### src/rtl/core/swing_step_sequencer_assert.svh
// Assertion macros for the sequencer RTL.
// No dependencies; included by the datapath, which checks its own logic.
`ifndef SWING_STEP_SEQUENCER_ASSERT_SVH
`define SWING_STEP_SEQUENCER_ASSERT_SVH

// invariant that holds on every edge out of reset
`define SSS_ASSERT_ALWAYS(label, clk, rst_n, expr) \
	label: assert property (@(posedge clk) disable iff (!rst_n) (expr)) \
		else $error("invariant violated");

// same-cycle implication
`define SSS_ASSERT_IMP(label, clk, rst_n, ante, cons) \
	label: assert property (@(posedge clk) disable iff (!rst_n) (ante) |-> (cons)) \
		else $error("implication violated");

// next-cycle implication
`define SSS_ASSERT_NXT(label, clk, rst_n, ante, cons) \
	label: assert property (@(posedge clk) disable iff (!rst_n) (ante) |=> (cons)) \
		else $error("next-cycle implication violated");

`endif

### src/rtl/core/sss_pkg.sv
// Package for the swing step sequencer: op, event and mode codes, constants,
// and the controller/datapath command and status structs. No dependencies.
package sss_pkg;

	localparam int STEPS_DEF     = 64;
	localparam int TEMPO_MIN_DEF = 30;
	localparam int TEMPO_MAX_DEF = 300;

	localparam logic [3:0] OP_TICK      = 4'd0;
	localparam logic [3:0] OP_PLAY      = 4'd1;
	localparam logic [3:0] OP_STOP      = 4'd2;
	localparam logic [3:0] OP_REC_START = 4'd3;
	localparam logic [3:0] OP_REC_STOP  = 4'd4;
	localparam logic [3:0] OP_SET_STEP  = 4'd5;
	localparam logic [3:0] OP_CLR_STEP  = 4'd6;
	localparam logic [3:0] OP_CLR_ALL   = 4'd7;
	localparam logic [3:0] OP_LIVE_NOTE = 4'd8;

	localparam logic [1:0] EV_NONE    = 2'd0;
	localparam logic [1:0] EV_NOTE_ON = 2'd1;
	localparam logic [1:0] EV_ALL_OFF = 2'd2;

	localparam logic [1:0] MODE_LIVE = 2'd0;
	localparam logic [1:0] MODE_PLAY = 2'd1;
	localparam logic [1:0] MODE_EDIT = 2'd2;

	localparam logic [7:0] NOTE_EMPTY    = 8'hFF;
	localparam logic [7:0] GATE_DEFAULT  = 8'd100;
	localparam logic [7:0] GATE_RECORDED = 8'd80;
	localparam logic [7:0] SWING_MAX     = 8'd100;

	localparam int TEMPO_RESET = 120;

	// divider sizing: 19-bit base times 14-bit scale fits 34 bits
	localparam int DIV_W = 34;
	localparam int DVS_W = 14;
	localparam int CNT_W = 6;
	localparam logic [DIV_W-1:0] BASE_DIVIDEND = 34'd15000000;
	localparam logic [DVS_W-1:0] SCALE_DIV     = 14'd10000;

	// x/10000 = (x>>4)/625; ceil(2^39/625) is exact for x>>4 below 2^29
	localparam int          RCP_W     = 59;
	localparam int          RCP_SHIFT = 39;
	localparam logic [29:0] RCP_625   = 30'd879609303;

	typedef struct packed {
		logic       accent;
		logic [7:0] gate;
		logic [7:0] velocity;
		logic [7:0] note;
	} step_t;

	typedef struct packed {
		logic load;
		logic start_div1;
		logic take_base;
		logic mul;
		logic rcp_mul;
		logic take_int;
		logic commit;
	} cmd_t;

	typedef struct packed {
		logic tick_play;
		logic swing_zero;
		logic div_done;
		logic out_free;
	} status_t;

endpackage

### src/rtl/core/sss_div.sv
// Restoring divider, one quotient bit per cycle, for the tempo division.
// Depends on sss_pkg.
module sss_div
	import sss_pkg::*;
(
	input  logic             clk,
	input  logic             arst_n,
	input  logic             start,
	input  logic [DIV_W-1:0] dividend,
	input  logic [DVS_W-1:0] divisor,
	output logic             busy,
	output logic             done,
	output logic [DIV_W-1:0] quotient
);

	logic [DIV_W-1:0] dvd_q;
	logic [DVS_W-1:0] dvs_q;
	logic [DVS_W-1:0] rem_q;
	logic [CNT_W-1:0] cnt_q;
	logic             busy_q;
	logic             done_q;
	logic [DVS_W:0]   rem_sh;
	logic [DVS_W:0]   rem_sub;
	logic             ge;

	always_comb begin
		rem_sh  = {rem_q, dvd_q[DIV_W-1]};
		ge      = rem_sh >= {1'b0, dvs_q};
		rem_sub = rem_sh - {1'b0, dvs_q};
	end

	always_ff @(posedge clk or negedge arst_n) begin
		if (!arst_n) begin
			busy_q <= 1'b0;
			done_q <= 1'b0;
			cnt_q  <= '0;
		end else begin
			done_q <= 1'b0;
			if (start) begin
				busy_q <= 1'b1;
				cnt_q  <= CNT_W'(DIV_W);
			end else if (busy_q) begin
				cnt_q <= cnt_q - 1'b1;
				if (cnt_q == CNT_W'(1)) begin
					busy_q <= 1'b0;
					done_q <= 1'b1;
				end
			end
		end
	end

	always_ff @(posedge clk) begin
		if (start) begin
			dvd_q <= dividend;
			dvs_q <= divisor;
			rem_q <= '0;
		end else if (busy_q) begin
			dvd_q <= {dvd_q[DIV_W-2:0], ge};
			rem_q <= ge ? rem_sub[DVS_W-1:0] : rem_sh[DVS_W-1:0];
		end
	end

	assign busy     = busy_q;
	assign done     = done_q;
	assign quotient = dvd_q;

endmodule

### src/rtl/core/sss_datapath.sv
// Datapath: pattern store with valid bits, transport state, interval arithmetic
// and the result register. Depends on sss_pkg, sss_div and the assertion header.
module sss_datapath
	import sss_pkg::*;
#(
	parameter int STEPS     = STEPS_DEF,
	parameter int TEMPO_MIN = TEMPO_MIN_DEF,
	parameter int TEMPO_MAX = TEMPO_MAX_DEF
) (
	input  logic        clk,
	input  logic        arst_n,
	input  cmd_t        cmd,
	output status_t     status,
	input  logic [9:0]  tempo_bpm,
	input  logic [7:0]  swing_amount,
	input  logic [3:0]  op,
	input  logic [5:0]  step_index,
	input  logic [7:0]  note,
	input  logic [7:0]  velocity,
	input  logic [7:0]  gate,
	input  logic        accent,
	output logic        m_tvalid,
	input  logic        m_tready,
	output logic [1:0]  event_res,
	output logic [7:0]  out_note,
	output logic [7:0]  out_velocity,
	output logic [7:0]  out_gate,
	output logic        out_accent,
	output logic [5:0]  played_step,
	output logic [19:0] interval_us,
	output logic        is_playing,
	output logic        is_recording,
	output logic [1:0]  mode_now,
	output logic        step_advanced
);

	localparam int IW = $clog2(STEPS);

	step_t mem [STEPS];
	step_t rd_q;

	logic [3:0]  op_q;
	logic [5:0]  idx_q;
	logic [7:0]  note_q, vel_q, gate_q;
	logic        acc_q;

	logic [IW-1:0]    pos_q;
	logic             playing_q, recording_q;
	logic [1:0]       mode_q;
	logic [7:0]       held_note_q, held_vel_q;
	logic [STEPS-1:0] nv_valid_q, ga_valid_q;

	logic [19:0]      base_q, int_q;
	logic [DIV_W-1:0] prod_q;
	logic [RCP_W-1:0] rcp_q;

	logic             m_tvalid_q;

	// combinational
	logic             tick_play, idx_ok, capture;
	logic [IW-1:0]    idx_a, pos_nx;
	step_t            ent;
	logic [6:0]       swing_s;
	logic [11:0]      s33;
	logic [13:0]      num;
	logic [9:0]       tsat;
	logic             div_start, div_busy, div_done;
	logic [DIV_W-1:0] div_dvd, div_q;
	logic [DVS_W-1:0] div_dvs;
	logic             we;
	logic [IW-1:0]    wa;
	step_t            wd;
	logic             play_d, rec_d;
	logic [1:0]       mode_d, ev_d;

	always_comb begin
		tick_play = (op_q == OP_TICK) && playing_q;
		idx_ok    = int'(idx_q) < STEPS;
		idx_a     = IW'(idx_q);
		pos_nx    = (pos_q == IW'(STEPS - 1)) ? '0 : pos_q + 1'b1;
		capture   = tick_play && recording_q && (held_note_q != NOTE_EMPTY);

		// fields not written since their last clear read as those of the empty step
		ent.note     = nv_valid_q[pos_q] ? rd_q.note : NOTE_EMPTY;
		ent.velocity = nv_valid_q[pos_q] ? rd_q.velocity : 8'd0;
		ent.gate     = ga_valid_q[pos_q] ? rd_q.gate : GATE_DEFAULT;
		ent.accent   = ga_valid_q[pos_q] ? rd_q.accent : 1'b0;

		swing_s = (swing_amount > SWING_MAX) ? SWING_MAX[6:0] : swing_amount[6:0];
		s33     = {swing_s, 5'b0} + 12'(swing_s);
		num     = pos_q[0] ? SCALE_DIV + 14'(s33) : SCALE_DIV - 14'(s33);

		if (int'(tempo_bpm) < TEMPO_MIN)
			tsat = 10'(TEMPO_MIN);
		else if (int'(tempo_bpm) > TEMPO_MAX)
			tsat = 10'(TEMPO_MAX);
		else
			tsat = tempo_bpm;

		div_start = cmd.start_div1;
		div_dvd   = BASE_DIVIDEND;
		div_dvs   = DVS_W'(tsat);

		we = 1'b0;
		wa = idx_a;
		wd = '{accent: acc_q, gate: gate_q, velocity: vel_q, note: note_q};
		if (cmd.commit) begin
			if (capture) begin
				we = 1'b1;
				wa = pos_q;
				wd = '{accent: 1'b0, gate: GATE_RECORDED, velocity: held_vel_q,
					note: held_note_q};
			end else if (op_q == OP_SET_STEP && idx_ok) begin
				we = 1'b1;
			end
		end

		play_d = playing_q;
		rec_d  = recording_q;
		mode_d = mode_q;
		ev_d   = EV_NONE;
		case (op_q)
			OP_TICK: begin
				if (tick_play)
					ev_d = (ent.note != NOTE_EMPTY && ent.velocity != 8'd0) ?
						EV_NOTE_ON : EV_ALL_OFF;
			end
			OP_PLAY: begin
				play_d = 1'b1;
				mode_d = MODE_PLAY;
			end
			OP_STOP: begin
				play_d = 1'b0;
				rec_d  = 1'b0;
				ev_d   = EV_ALL_OFF;
			end
			OP_REC_START: begin
				play_d = 1'b1;
				rec_d  = 1'b1;
				mode_d = MODE_LIVE;
			end
			OP_REC_STOP: begin
				rec_d = 1'b0;
				if (mode_q == MODE_LIVE)
					mode_d = MODE_EDIT;
			end
			default: ;
		endcase

		status.tick_play  = tick_play;
		status.swing_zero = (swing_s == 7'd0);
		status.div_done   = div_done;
		status.out_free   = !m_tvalid_q || m_tready;
	end

	sss_div u_div (
		.clk      (clk),
		.arst_n   (arst_n),
		.start    (div_start),
		.dividend (div_dvd),
		.divisor  (div_dvs),
		.busy     (div_busy),
		.done     (div_done),
		.quotient (div_q)
	);

	always_ff @(posedge clk) begin
		if (we)
			mem[wa] <= wd;
		if (cmd.load)
			rd_q <= mem[pos_q];
	end

	// captured item and arithmetic payload
	always_ff @(posedge clk) begin
		if (cmd.load) begin
			op_q   <= op;
			idx_q  <= step_index;
			note_q <= note;
			vel_q  <= velocity;
			gate_q <= gate;
			acc_q  <= accent;
		end
		if (cmd.take_base) begin
			base_q <= div_q[19:0];
			int_q  <= div_q[19:0];
		end
		if (cmd.mul)
			prod_q <= DIV_W'(base_q) * DIV_W'(num);
		// scaled product stays below 2^33, so bits 32:4 carry all of prod_q>>4
		if (cmd.rcp_mul)
			rcp_q <= RCP_W'(prod_q[32:4]) * RCP_W'(RCP_625);
		if (cmd.take_int)
			int_q <= rcp_q[RCP_SHIFT+19:RCP_SHIFT];
		if (cmd.commit) begin
			event_res     <= ev_d;
			out_note      <= tick_play ? ent.note : 8'd0;
			out_velocity  <= tick_play ? ent.velocity : 8'd0;
			out_gate      <= tick_play ? ent.gate : 8'd0;
			out_accent    <= tick_play ? ent.accent : 1'b0;
			played_step   <= tick_play ? 6'(pos_q) : 6'd0;
			interval_us   <= tick_play ? int_q : 20'd0;
			is_playing    <= play_d;
			is_recording  <= rec_d;
			mode_now      <= mode_d;
			step_advanced <= tick_play;
		end
	end

	always_ff @(posedge clk or negedge arst_n) begin
		if (!arst_n) begin
			pos_q       <= '0;
			playing_q   <= 1'b0;
			recording_q <= 1'b0;
			mode_q      <= MODE_LIVE;
			held_note_q <= NOTE_EMPTY;
			held_vel_q  <= 8'd0;
			nv_valid_q  <= '0;
			ga_valid_q  <= '0;
			m_tvalid_q  <= 1'b0;
		end else begin
			if (cmd.commit)
				m_tvalid_q <= 1'b1;
			else if (m_tready)
				m_tvalid_q <= 1'b0;
			if (cmd.commit) begin
				playing_q   <= play_d;
				recording_q <= rec_d;
				mode_q      <= mode_d;
				if (we) begin
					nv_valid_q[wa] <= 1'b1;
					ga_valid_q[wa] <= 1'b1;
				end
				case (op_q)
					OP_TICK: begin
						if (tick_play)
							pos_q <= pos_nx;
						if (capture)
							held_note_q <= NOTE_EMPTY;
					end
					OP_PLAY: pos_q <= '0;
					OP_REC_START: begin
						pos_q      <= '0;
						nv_valid_q <= '0;
					end
					OP_CLR_STEP: begin
						if (idx_ok) begin
							nv_valid_q[idx_a] <= 1'b0;
							ga_valid_q[idx_a] <= 1'b0;
						end
					end
					OP_CLR_ALL: begin
						nv_valid_q <= '0;
						ga_valid_q <= '0;
					end
					OP_LIVE_NOTE: begin
						held_note_q <= note_q;
						held_vel_q  <= vel_q;
					end
					default: ;
				endcase
			end
		end
	end

	assign m_tvalid = m_tvalid_q;

`include "swing_step_sequencer_assert.svh"

	`SSS_ASSERT_ALWAYS(a_rec_implies_play, clk, arst_n, !recording_q || playing_q)
	`SSS_ASSERT_IMP(a_commit_slot_free, clk, arst_n, cmd.commit, !m_tvalid_q || m_tready)
	`SSS_ASSERT_NXT(a_commit_shows, clk, arst_n, cmd.commit, m_tvalid_q)
	`SSS_ASSERT_IMP(a_div_done_after_busy, clk, arst_n, div_done, $past(div_busy))

endmodule

### src/rtl/core/sss_ctrl.sv
// Controller state machine: sequences capture, divide, multiply and commit.
// Depends on sss_pkg.
module sss_ctrl
	import sss_pkg::*;
(
	input  logic    clk,
	input  logic    arst_n,
	input  logic    s_tvalid,
	output logic    s_tready,
	input  status_t status,
	output cmd_t    cmd
);

	localparam logic [2:0] ST_IDLE = 3'd0;
	localparam logic [2:0] ST_EXEC = 3'd1;
	localparam logic [2:0] ST_DIV1 = 3'd2;
	localparam logic [2:0] ST_MUL  = 3'd3;
	localparam logic [2:0] ST_RCP  = 3'd4;
	localparam logic [2:0] ST_SCL  = 3'd5;
	localparam logic [2:0] ST_FIN  = 3'd6;

	logic [2:0] state_q, state_d;

	always_comb begin
		cmd      = '0;
		state_d  = state_q;
		s_tready = (state_q == ST_IDLE);
		case (state_q)
			ST_IDLE: begin
				if (s_tvalid) begin
					cmd.load = 1'b1;
					state_d  = ST_EXEC;
				end
			end
			ST_EXEC: begin
				if (status.tick_play) begin
					cmd.start_div1 = 1'b1;
					state_d        = ST_DIV1;
				end else begin
					state_d = ST_FIN;
				end
			end
			ST_DIV1: begin
				if (status.div_done) begin
					cmd.take_base = 1'b1;
					state_d       = ST_MUL;
				end
			end
			ST_MUL: begin
				cmd.mul = 1'b1;
				state_d = status.swing_zero ? ST_FIN : ST_RCP;
			end
			ST_RCP: begin
				cmd.rcp_mul = 1'b1;
				state_d     = ST_SCL;
			end
			ST_SCL: begin
				cmd.take_int = 1'b1;
				state_d      = ST_FIN;
			end
			ST_FIN: begin
				if (status.out_free) begin
					cmd.commit = 1'b1;
					state_d    = ST_IDLE;
				end
			end
			default: state_d = ST_IDLE;
		endcase
	end

	always_ff @(posedge clk or negedge arst_n) begin
		if (!arst_n)
			state_q <= ST_IDLE;
		else
			state_q <= state_d;
	end

endmodule

### src/rtl/core/swing_step_sequencer.sv
// Top level of the swing step sequencer: APB registers, controller, datapath.
// Depends on sss_pkg, sss_ctrl and sss_datapath.
//
// channel  | direction | handshake          | payload
// s_*      | in        | s_tvalid/s_tready  | s_tuser op, s_tdata step fields
// m_*      | out       | m_tvalid/m_tready  | m_tuser event, m_tdata result
// apb      | in        | psel/penable/pready| tempo_bpm @0x0, swing_amount @0x4
//
// A tick while playing passes from accept through the restoring tempo divider,
// then the swing multiply and a reciprocal multiply for the /10000; with zero
// swing the reciprocal multiply is skipped. Every other op goes from accept
// to commit without the arithmetic. Reset clears the store at once through
// per-step valid bits; no sweep. One item is in work at a time; the next is
// taken while a result waits in the output register, and the commit holds
// until that register frees.
module swing_step_sequencer
	import sss_pkg::*;
#(
	parameter int STEPS     = STEPS_DEF,
	parameter int TEMPO_MIN = TEMPO_MIN_DEF,
	parameter int TEMPO_MAX = TEMPO_MAX_DEF
) (
	input  logic        clk,
	input  logic        arst_n,
	input  logic        s_tvalid,
	output logic        s_tready,
	// [5:0] step_index, [13:6] note, [21:14] velocity, [29:22] gate, [30] accent
	input  logic [31:0] s_tdata,
	// [3:0] op
	input  logic [3:0]  s_tuser,
	output logic        m_tvalid,
	input  logic        m_tready,
	// [7:0] out_note, [15:8] out_velocity, [23:16] out_gate, [24] out_accent,
	// [30:25] played_step, [50:31] interval_us, [51] is_playing,
	// [52] is_recording, [54:53] mode_now, [55] step_advanced
	output logic [55:0] m_tdata,
	// [1:0] event_res
	output logic [1:0]  m_tuser,
	input  logic        psel,
	input  logic        penable,
	input  logic        pwrite,
	input  logic [2:0]  paddr,
	input  logic [31:0] pwdata,
	output logic [31:0] prdata,
	output logic        pready
);

	localparam logic REG_TEMPO = 1'b0;

	logic [9:0] tempo_q;
	logic [7:0] swing_q;
	cmd_t       cmd;
	status_t    status;

	assign pready = 1'b1;
	assign prdata = (paddr[2] == REG_TEMPO) ? 32'(tempo_q) : 32'(swing_q);

	always_ff @(posedge clk or negedge arst_n) begin
		if (!arst_n) begin
			tempo_q <= 10'(TEMPO_RESET);
			swing_q <= 8'd0;
		end else if (psel && penable && pwrite && pready) begin
			if (paddr[2] == REG_TEMPO)
				tempo_q <= pwdata[9:0];
			else
				swing_q <= pwdata[7:0];
		end
	end

	sss_ctrl u_ctrl (
		.clk      (clk),
		.arst_n   (arst_n),
		.s_tvalid (s_tvalid),
		.s_tready (s_tready),
		.status   (status),
		.cmd      (cmd)
	);

	sss_datapath #(
		.STEPS     (STEPS),
		.TEMPO_MIN (TEMPO_MIN),
		.TEMPO_MAX (TEMPO_MAX)
	) u_dp (
		.clk           (clk),
		.arst_n        (arst_n),
		.cmd           (cmd),
		.status        (status),
		.tempo_bpm     (tempo_q),
		.swing_amount  (swing_q),
		.op            (s_tuser),
		.step_index    (s_tdata[5:0]),
		.note          (s_tdata[13:6]),
		.velocity      (s_tdata[21:14]),
		.gate          (s_tdata[29:22]),
		.accent        (s_tdata[30]),
		.m_tvalid      (m_tvalid),
		.m_tready      (m_tready),
		.event_res     (m_tuser),
		.out_note      (m_tdata[7:0]),
		.out_velocity  (m_tdata[15:8]),
		.out_gate      (m_tdata[23:16]),
		.out_accent    (m_tdata[24]),
		.played_step   (m_tdata[30:25]),
		.interval_us   (m_tdata[50:31]),
		.is_playing    (m_tdata[51]),
		.is_recording  (m_tdata[52]),
		.mode_now      (m_tdata[54:53]),
		.step_advanced (m_tdata[55])
	);

endmodule

### config.mk
export PLATFORM = sky130hd
export DESIGN_NAME = swing_step_sequencer
export DESIGN_NICKNAME = d
export VERILOG_FILES = /design/src/rtl/core/sss_pkg.sv /design/src/rtl/core/sss_div.sv /design/src/rtl/core/sss_datapath.sv /design/src/rtl/core/sss_ctrl.sv /design/src/rtl/core/swing_step_sequencer.sv
export VERILOG_INCLUDE_DIRS = /design/src /design/src/rtl/core
export SDC_FILE = /design/constraint.sdc
export NUM_CORES = 2
export LEC_CHECK = 0
export BUFFER_PORTS_ARGS = -buffer_cell sky130_fd_sc_hd__buf_2
export CORE_MARGIN = 2
export CORE_UTILIZATION = 55
export CTS_CLUSTER_SIZE = 28
export DETAILED_ROUTE_END_ITERATION = 8
export PLACE_DENSITY = 0.76
export SLEW_MARGIN = 20
export SYNTH_ARGS = -nofsm -noshare
export SYNTH_HDL_FRONTEND = slang
export SYNTH_HIERARCHICAL = 1
export SYNTH_SLANG_ARGS = --single-unit
### constraint.sdc
create_clock -name clk -period 10.5 [get_ports clk]
set_input_delay 1.575 -clock clk [delete_from_list [all_inputs] [get_ports clk]]
set_output_delay 1.575 -clock clk [all_outputs]
set_load 0.005 [all_outputs]
==> results.md <==
* Pre-CTS setup slack at 0.908 ns
* Worst Hold Path Cells at 0
* Fin crit period at 9.72 ns
* Final HPWL DP at 171 mm
* IO Pins at 171
* Grt total ovfl at 0
* Most frequent CP cell: fa_1
* Post-cts gate resize count at 0
* Later-pin clock latency in the skew report at 0.87 ns
* Min Hold Slack at 0.481 ns
* Core Area at 0.190 mm^2
* CTS clk-pin slew, worst paths at 0.06 ns
* Reg2reg start: swing_q[6]
* CTS buffer count at 198
* Cell row count at 160
* Vias at 58193
* Status: completed
* Root buffer cell: clkbuf_16
* Synth Flop Type: edfxtp_1
* Final antenna-violating net count at 0
* P&R area growth vs syn at 10.2%
* Largest net degree at the start of global routing at 109
* Fraction of layout cells with a size suffix above 1 at 0.200
* YS warnings at 6
* IO Port Bufs at 122
* Die Area at 0.195 mm^2
* Worst r2r dst: u_dp/prod_q[31]
* Final worst setup slack at 0.779 ns
* Mean Syn Cell Area at 16.6 um^2
* Final period utilization at 0.926
* Fin. Hold Viols at 0
* Worst-Margin Slew at 1.28 ns
* Layout Nets at 7725
* Most common cell after layout, fill and taps aside: edfxtp_1
* R2R setup slack at 0.78 ns
* Mean routed wirelength per cell at 30.0 um
* Post-synthesis sequential area ratio at 0.576
* TNS Setup at 0 ns
* Kind of critical path: reg2reg
* Fmax at 103 MHz
* Detailed Route Iter0 Violations at 7117
* Post-CTS Setup Bufs at 0
* Die height at 441 um
* Max Root-Sink Buffers at 3
* Buf+Inv Stages, Crit Path at 4
* Slew Limit Headroom at 0.137
* Die width at 441 um
* CP Launch Type: flip-flop
* H-Tree Level Count at 4
* CP max FO at 13
* Top delay family on crit path: adder cells
* Initial antenna violation count at 25
* First-pass GRT wire length at 410 mm
* Mapped Area at 0.105 mm^2
* Final setup viols at 0
* Worst Skew at 0.0572 ns
* Hold endpoint: u_dp/base_q[6]
* Ys async rst share at 0.0896
* Worst path slowest cell: xnor2_1
* Pins Over Slew Limit at 0
* Initial DRT Pass Iterations at 6
* Clock tree sinks at 2053
* TritonCTS clock tree: yes
* Hold_buf cts at 0
* Starting Density at 0.553
* Vias in the first global route at 60702
* Number of synthesized flops with an enable pin at 1855
* Synth Instances at 6350
* Tightest Hold Check Type: reg2reg
* GRT Overall Usage at 0.293
* Worst EP arrival at 10.31 ns
* Critical path endpoint category: flip-flop
* CP max stage delay at 0.90 ns
* Vias per cell at 6.26
* Worst hold start: u_dp/u_div/quotient[6]
* DRC viols at 0
* Unrepaired setup endpoints after global routing: no
* Reg2Reg Depth at 29
* Yosys cell types at 93
* Final WL at 279 mm
* WP data required at 11.09 ns
* Most frequent cells in the layout: edfxtp_1 (1855), inv_1 (806), fa_1 (593)
* Synth Register Bits at 2053
* Routability congestion estimate at 0.962
* Maxcap violations at 0
## layout make-up
type | instances | area, um^2
fill | 13394 | 74100
sequential | 2053 | 60600
tap | 2511 | 3140
clock inverter | 121 | 1220
timing repair buffer | 266 | 1730
multi-input combinational | 3271 | 40800
inverter | 809 | 3040
antenna | 13 | 32.5
clock buffer | 253 | 5240
## synthesized netlist by cell type, types with 8 or more instances
cell type	n	area (um^2)
a31oi_1	14	87.6
nor2b_1	16	100
xor2_1	22	193
mux2_4	10	150
or2_2	10	62.6
nor4_1	13	81.3
o211ai_1	8	60.1
fa_1	593	11900
nand2b_1	24	150
dfxtp_1	14	280
dfstp_2	12	315
nand3_1	36	180
and2_1	135	845
buf_1	9	33.8
o22a_1	61	534
xnor2_1	57	499
inv_1	808	3030
mux2_2	79	890
nor2_1	175	657
nand4_1	22	138
buf_6	34	383
a211oi_1	19	143
dfrtp_1	172	4300
clkbuf_1	170	638
a21oi_1	146	731
edfxtp_1	1855	55700
o21ai_1	9	45.0
o31ai_1	8	60.1
o21ai_0	97	485
mux4_2	567	12800
nor3_1	31	155
nand2_1	333	1250
o21a_1	15	113
a21o_1	41	308
buf_2	33	165
or3_1	10	62.6
buf_4	28	210
ha_1	455	5690
a2bb2oi_1	59	517
and3_1	34	213
mux2i_1	9	90.1
## logic make-up after synthesis
logic type               Yosys count  synth area share
adder cells (fa/ha/maj)         1049             0.167
AND/OR/NAND/NOR                  870            0.0397
AO/OA/AOI/OAI                    546            0.0352
buffers and inverters           1084            0.0426
XOR/XNOR                          79           0.00658
other                              4          0.000143
flip-flops                      2053             0.576
multiplexers                     665             0.132
## worst register-to-register path: cells and delay by family, from the launching register on
family | cells | cell delay (ns)
buf+inv | 4 | 0.51
fa+ha+maj | 9 | 4.01
flops | 1 | 0.66
compound gates | 8 | 1.94
simple gates | 6 | 1.35
xor+xnor | 2 | 1.00
## flip-flops by register name (all words and copies together) (netlist names), 10 cells and up
name,flops
u_dp/ga_valid_q,64
u_dp/base_q,20
u_dp/nv_valid_q,64
u_dp/u_div/rem_q,14
u_dp/mem,1600
u_dp/u_div/quotient,34
u_dp/u_div/dvs_q,14
u_dp/rcp_q,20
tempo_q,10
u_dp/rd_q,25
u_dp/prod_q,29
u_dp/interval_us,20
u_dp/int_q,20
## how the worst max path moves through the flow
stage                     slack (ns)        from               to  cells past startpoint
final                           0.78  swing_q[6]  u_dp/prod_q[31]                     29
after floorplan                 1.74  swing_q[4]  u_dp/prod_q[31]                     36
after global routing            0.41  swing_q[6]  u_dp/prod_q[29]                     29
after detailed placement        0.91  swing_q[6]  u_dp/prod_q[31]                     29
after global placement          1.00  swing_q[6]  u_dp/prod_q[31]                     29
after CTS                       0.81  swing_q[6]  u_dp/prod_q[31]                     29
## through the flow
stage | std cells | utilization | instance area (um^2)
after floorplan | 6408 | - | 105000
after global placement | 8910 | 0.576 | 109000
after detailed placement | 8910 | 0.576 | 109000
after CTS | 9284 | 0.610 | 116000
after global routing | 9292 | 0.610 | 116000
final | 9297 | 0.610 | 116000
## layer usage
| metal | part of all wire | vias to the layer above | GRT usage |
|---|---|---|---|
| met5 | 0.00017 | - | 0 |
| met4 | 0.063 | 8 | 0.160 |
| met3 | 0.094 | 715 | 0.0483 |
| met2 | 0.49 | 3416 | 0.478 |
| met1 | 0.35 | 30180 | 0.378 |
| li1 | - | 23874 | - |
Power is left out: the tool's default activity adds up to more than one toggle a clock period on the data nets, which glitch-free logic cannot reach.
